File: src/rtl/core/vpa_pkg.sv
// shared types, op codes and helpers for the voice pool allocator
package vpa_pkg;

   localparam int OP_W      = 3;
   localparam int ID_W      = 32;
   localparam int BUS_W     = 2;
   localparam int CNT_OUT_W = 7;
   localparam int BUS_COUNT = 4;

   typedef logic [OP_W-1:0]      op_type;
   typedef logic [ID_W-1:0]      voice_id_type;
   typedef logic [BUS_W-1:0]     bus_type;
   typedef logic [CNT_OUT_W-1:0] count_out_type;

   localparam op_type OP_START    = 3'd0;
   localparam op_type OP_STOP     = 3'd1;
   localparam op_type OP_STOP_BUS = 3'd2;
   localparam op_type OP_ENDED    = 3'd3;
   localparam op_type OP_SWEEP    = 3'd4;
   localparam op_type OP_QUERY    = 3'd5;

   // controller to datapath
   typedef struct packed {
      logic load;
      logic issue;
      logic apply;
   } cmd_type;

   // datapath to controller
   typedef struct packed {
      logic scan_last;
      logic out_free;
   } status_type;

   function automatic bus_type clamp_bus(bus_type b);
      bus_type r;
      r = b;
      if (int'(b) >= BUS_COUNT) r = BUS_W'(BUS_COUNT - 1);
      return r;
   endfunction

endpackage

File: src/rtl/core/vpa_ctrl.sv
// sequencing state machine of the voice pool allocator
module vpa_ctrl (
   input  logic                clock,
   input  logic                reset,
   input  logic                req_valid,
   output logic                req_ready,
   input  vpa_pkg::status_type status,
   output vpa_pkg::cmd_type    cmd
);
   import vpa_pkg::*;

   typedef enum logic [3:0] {
      ST_IDLE  = 4'b0001,
      ST_SCAN  = 4'b0010,
      ST_DRAIN = 4'b0100,
      ST_APPLY = 4'b1000
   } state_type;

   state_type state_ff, state_in;

   always_comb begin
      state_in = state_ff;
      cmd      = '0;
      case (state_ff)
         ST_IDLE: begin
            if (req_valid && !reset) begin
               cmd.load = 1'b1;
               state_in = ST_SCAN;
            end
         end
         ST_SCAN: begin
            cmd.issue = 1'b1;
            if (status.scan_last) state_in = ST_DRAIN;
         end
         ST_DRAIN: begin
            state_in = ST_APPLY;
         end
         ST_APPLY: begin
            if (status.out_free) begin
               cmd.apply = 1'b1;
               state_in  = ST_IDLE;
            end
         end
         default: begin
            state_in = ST_IDLE;
         end
      endcase
   end

   always_ff @(posedge clock) begin
      if (reset) state_ff <= ST_IDLE;
      else       state_ff <= state_in;
   end

   assign req_ready = (state_ff == ST_IDLE) && !reset;

endmodule

File: config.mk
export PLATFORM = sky130hd
export DESIGN_NAME = vpa_ctrl
export DESIGN_NICKNAME = d
export VERILOG_FILES = /design/src/rtl/core/vpa_pkg.sv /design/src/rtl/core/vpa_ctrl.sv
export SDC_FILE = /design/constraint.sdc
export NUM_CORES = 1
export LEC_CHECK = 0
export BUFFER_PORTS_ARGS = -buffer_cell sky130_fd_sc_hd__buf_2
export CAP_MARGIN = 20
export CORE_AREA = 5 5 42 44
export DETAILED_ROUTE_END_ITERATION = 12
export DIE_AREA = 0 0 47 49
export HOLD_SLACK_MARGIN = 0.08
export PLACE_DENSITY = 0.42
export SYNTH_ARGS = -nofsm -noshare
export SYNTH_HDL_FRONTEND = slang
export SYNTH_SLANG_ARGS = --single-unit
File: constraint.sdc
create_clock -name clock -period 3 [get_ports clock]
set_input_delay 0.75 -clock clock [delete_from_list [all_inputs] [get_ports clock]]
set_output_delay 0.75 -clock clock [all_outputs]
set_load 0.02 [all_outputs]
==> metrics.md <==
| Metric | Value |
|---|---|
| Status | `finished, final reports clean` |
| Grt ovf | `0` |
| Final Hold Viols | `0` |
| Crit. End Element | `primary output` |
| Initial drt markers | `7` |
| RR Startpoint | `state_ff[1]` |
| Maxcap violations | `0` |
| Hold Buf Count CTS | `0` |
| Setup bufs post-CTS | `0` |
| CP Launch Type | `input pin` |
| R2R setup slack | `1.75 ns` |
| Mapped Area | `250 µm²` |
| Post-route ant nets | `0` |
| Cell breakdown of the critical path | `buf_2, or3_1, nor2b_2, and2_1, buf_2` |
| Layout cells sized above 1 | `35.1%` |
| Pre-CTS setup slack | `0.628 ns` |
| Global-route wire length before repair | `959 µm` |
| Synthesis-to-layout area growth | `23.5%` |
| GPL Wtd Cong | `0.698` |
| Hold path depth | `2` |
| Least-Margin Pin Slew | `0.347 ns` |
| CTS tree | `done` |
| Slowest cell on crit path | `or3_1` |
| Register bank with the most flops | `state_ff` |
| Hold Startpoint | `state_ff[1]` |
| Critical setup path kind | `in -> out` |
| # DRC | `0` |
| Overall Global Routing Usage | `6.06%` |
| Port Buf Inserts | `8` |
| Slowest stage delay, CP | `0.36 ns` |
| Cell count after placement | `50` |
| Setup Skew | `0.00484 ns` |
| Clk_lat worst skew | `0.24 ns` |
| Reg2Reg Depth | `3` |
| CP required | `2.25 ns` |
| Buf/Inv on CP | `2` |
| N_diodes | `0` |
| Initial core utilization | `17.9%` |
| Max-slew headroom | `76.9%` |
| Pins Over Slew Limit | `0` |
| Max FFs per register | `4` |
| Most frequent CP cell | `buf_2` |
| Unique masters post-synth | `19` |
| Root Buffer | `clkbuf_4` |
| Clock transition at the registers of the reported paths | `0.04 ns` |
| Synth Net Count | `34` |
| FILL cells | `161` |
| Drt pass-1 iters | `4` |
| Synthesized area per cell | `8.63 µm²` |
| Worst path depth | `5` |
| Max FO, Critical Path | `3` |
| Fin crit share | `79.3%` |
| Via density | `4.34` |
| Biggest regs | `state_ff x4` |
| Clock Path Buffers | `2` |
| Vias in the first global route | `235` |
| TritonCTS Buffers | `3` |
| Largest net degree at the start of global routing | `9` |
| Non-Filler Instances | `53` |
| Setup TNS | `0 ns` |
| Min Tclk post-route | `2.38 ns` |
| Cells after synthesis | `29` |
| Drt total wl | `543 µm` |
| CTS Sinks | `4` |
| Sequential Area | `80.1 µm²` |
| H-tree levels | `1` |
| PostCTS Resize Cnt | `0` |
| Maximum VDD drop | `158 µV` |
| I/O pin count | `9` |
| Std-Cell Rows | `14` |
| CP top delay family | `simple AND/OR/NAND/NOR gates` |
| Nets | `44` |
| Sequential-to-total area share from yosys stat | `32.0%` |
| Crit path DAT | `1.63 ns` |
| Post-DR wirelength/cell | `10.2 µm` |
| Pwr/cell area | `517 mW/mm²` |
| Final count of negative-setup-slack endpoints | `0` |
| Initial antenna violation count | `0` |
| Unrepaired setup endpoints after global routing | `false` |
| Fmax | `420 MHz` |
| Yosys warnings | `0` |
| CP Launch Point | `reset` |
| Post-route cell area | `309 µm²` |
| Leak pwr | `0.000125 µW` |
| DIE WIDTH | `47 µm` |
| Area occupied by multi-input gates | `146 µm²` |
| Min-Delay Path Class | `reg -> reg` |
| #FFs+latches synth | `4` |
| Worst setup margin | `0.621 ns` |
| Routed via count | `230` |
| Die height | `49 µm` |
| Placed cell areas | `287 µm²` |
| Die ar. | `0.00230 mm²` |
| Core Area | `0.00140 mm²` |
==> cells in the mapped netlist <==
| cell | count | share of area (%) |
|---|---|---|
| nor2_1 | 5 | 7.5 |
| dfxtp_1 | 4 | 32 |
| nand2_1 | 2 | 3.0 |
| nor3_1 | 2 | 4.0 |
| nor4_1 | 2 | 5.0 |
| a21oi_1 | 1 | 2.0 |
| a221o_1 | 1 | 4.0 |
| a22oi_1 | 1 | 3.0 |
| and2_1 | 1 | 2.5 |
| buf_2 | 1 | 2.0 |
| buf_4 | 1 | 3.0 |
| buf_6 | 1 | 4.5 |
| mux2i_1 | 1 | 4.0 |
| nand3_1 | 1 | 2.0 |
| nor2b_1 | 1 | 2.5 |
| nor2b_2 | 1 | 3.5 |
| nor4b_4 | 1 | 9.5 |
| or3_1 | 1 | 2.5 |
| xor2_1 | 1 | 3.5 |
==> power by group <==
part           total (µW)  switching (µW)  internal (µW)
Sequential           64.2            7.69           56.6
Clock                68.0            23.1           44.8
Combinational        27.7            13.9           13.7
==> stage by stage <==
step	hold WS, ns	utilization, %	power, µW
floorplan	0.489	-	84.8
global placement	0.573	20.4	94.0
detailed placement	0.554	20.4	93.1
CTS	0.561	22.1	164
global route	0.599	22.1	169
finish	0.552	22.1	160
==> worst reg2reg max path: stages, from the launching register on <==
cell and delay, ns:
dfxtp_1 0.46, nor4b_4 0.26, a21oi_1 0.07, a221o_1 0.35
==> area by class of cell <==
class,count,share of cell area (%)
multi-input cells,22,47.4
flip-flops and latches,4,25.9
repair buffers,8,13.0
clock buffers,3,7.29
well taps,16,6.48
==> cells in the final DEF (no fill, tap or decap) <==
master    synthesis  routed
buf_2             1       8
a21oi_1           1       1
and2_1            1       1
mux2i_1           1       1
clkbuf_4          0       3
nand2_1           2       2
a22oi_1           1       1
a221o_1           1       1
nor2b_2           1       1
xor2_1            1       1
nor2b_1           1       1
dfxtp_1           4       4
or3_1             1       1
nor3_1            2       2
nor4b_4           1       1
nor4_1            2       2
nor2_1            5       5
nand3_1           1       1
==> worst paths after layout <==
check                end
min          state_ff[2]
min reg2reg  state_ff[2]
max               cmd[2]
max reg2reg  state_ff[0]
==> logic make-up (layout without fill, tap and decap cells) <==
logic type      after synthesis  in the layout  synth area share [%]
mux                           1              1                  4.00
xor+xnor                      1              1                  3.50
compound gates                3              3                  9.00
flops                         4              4                  32.0
buf+inv                       3             11                  9.50
simple gates                 17             17                  42.0
==> per-layer routing <==
metal	track usage, %	share of wire (%)	routed length (µm)
met4	8.29	0	0
met2	7.24	50	271
met3	1.11	3.9	21
met5	0	0	0
met1	7.25	46	250
Power figures use the tool's default switching activity.
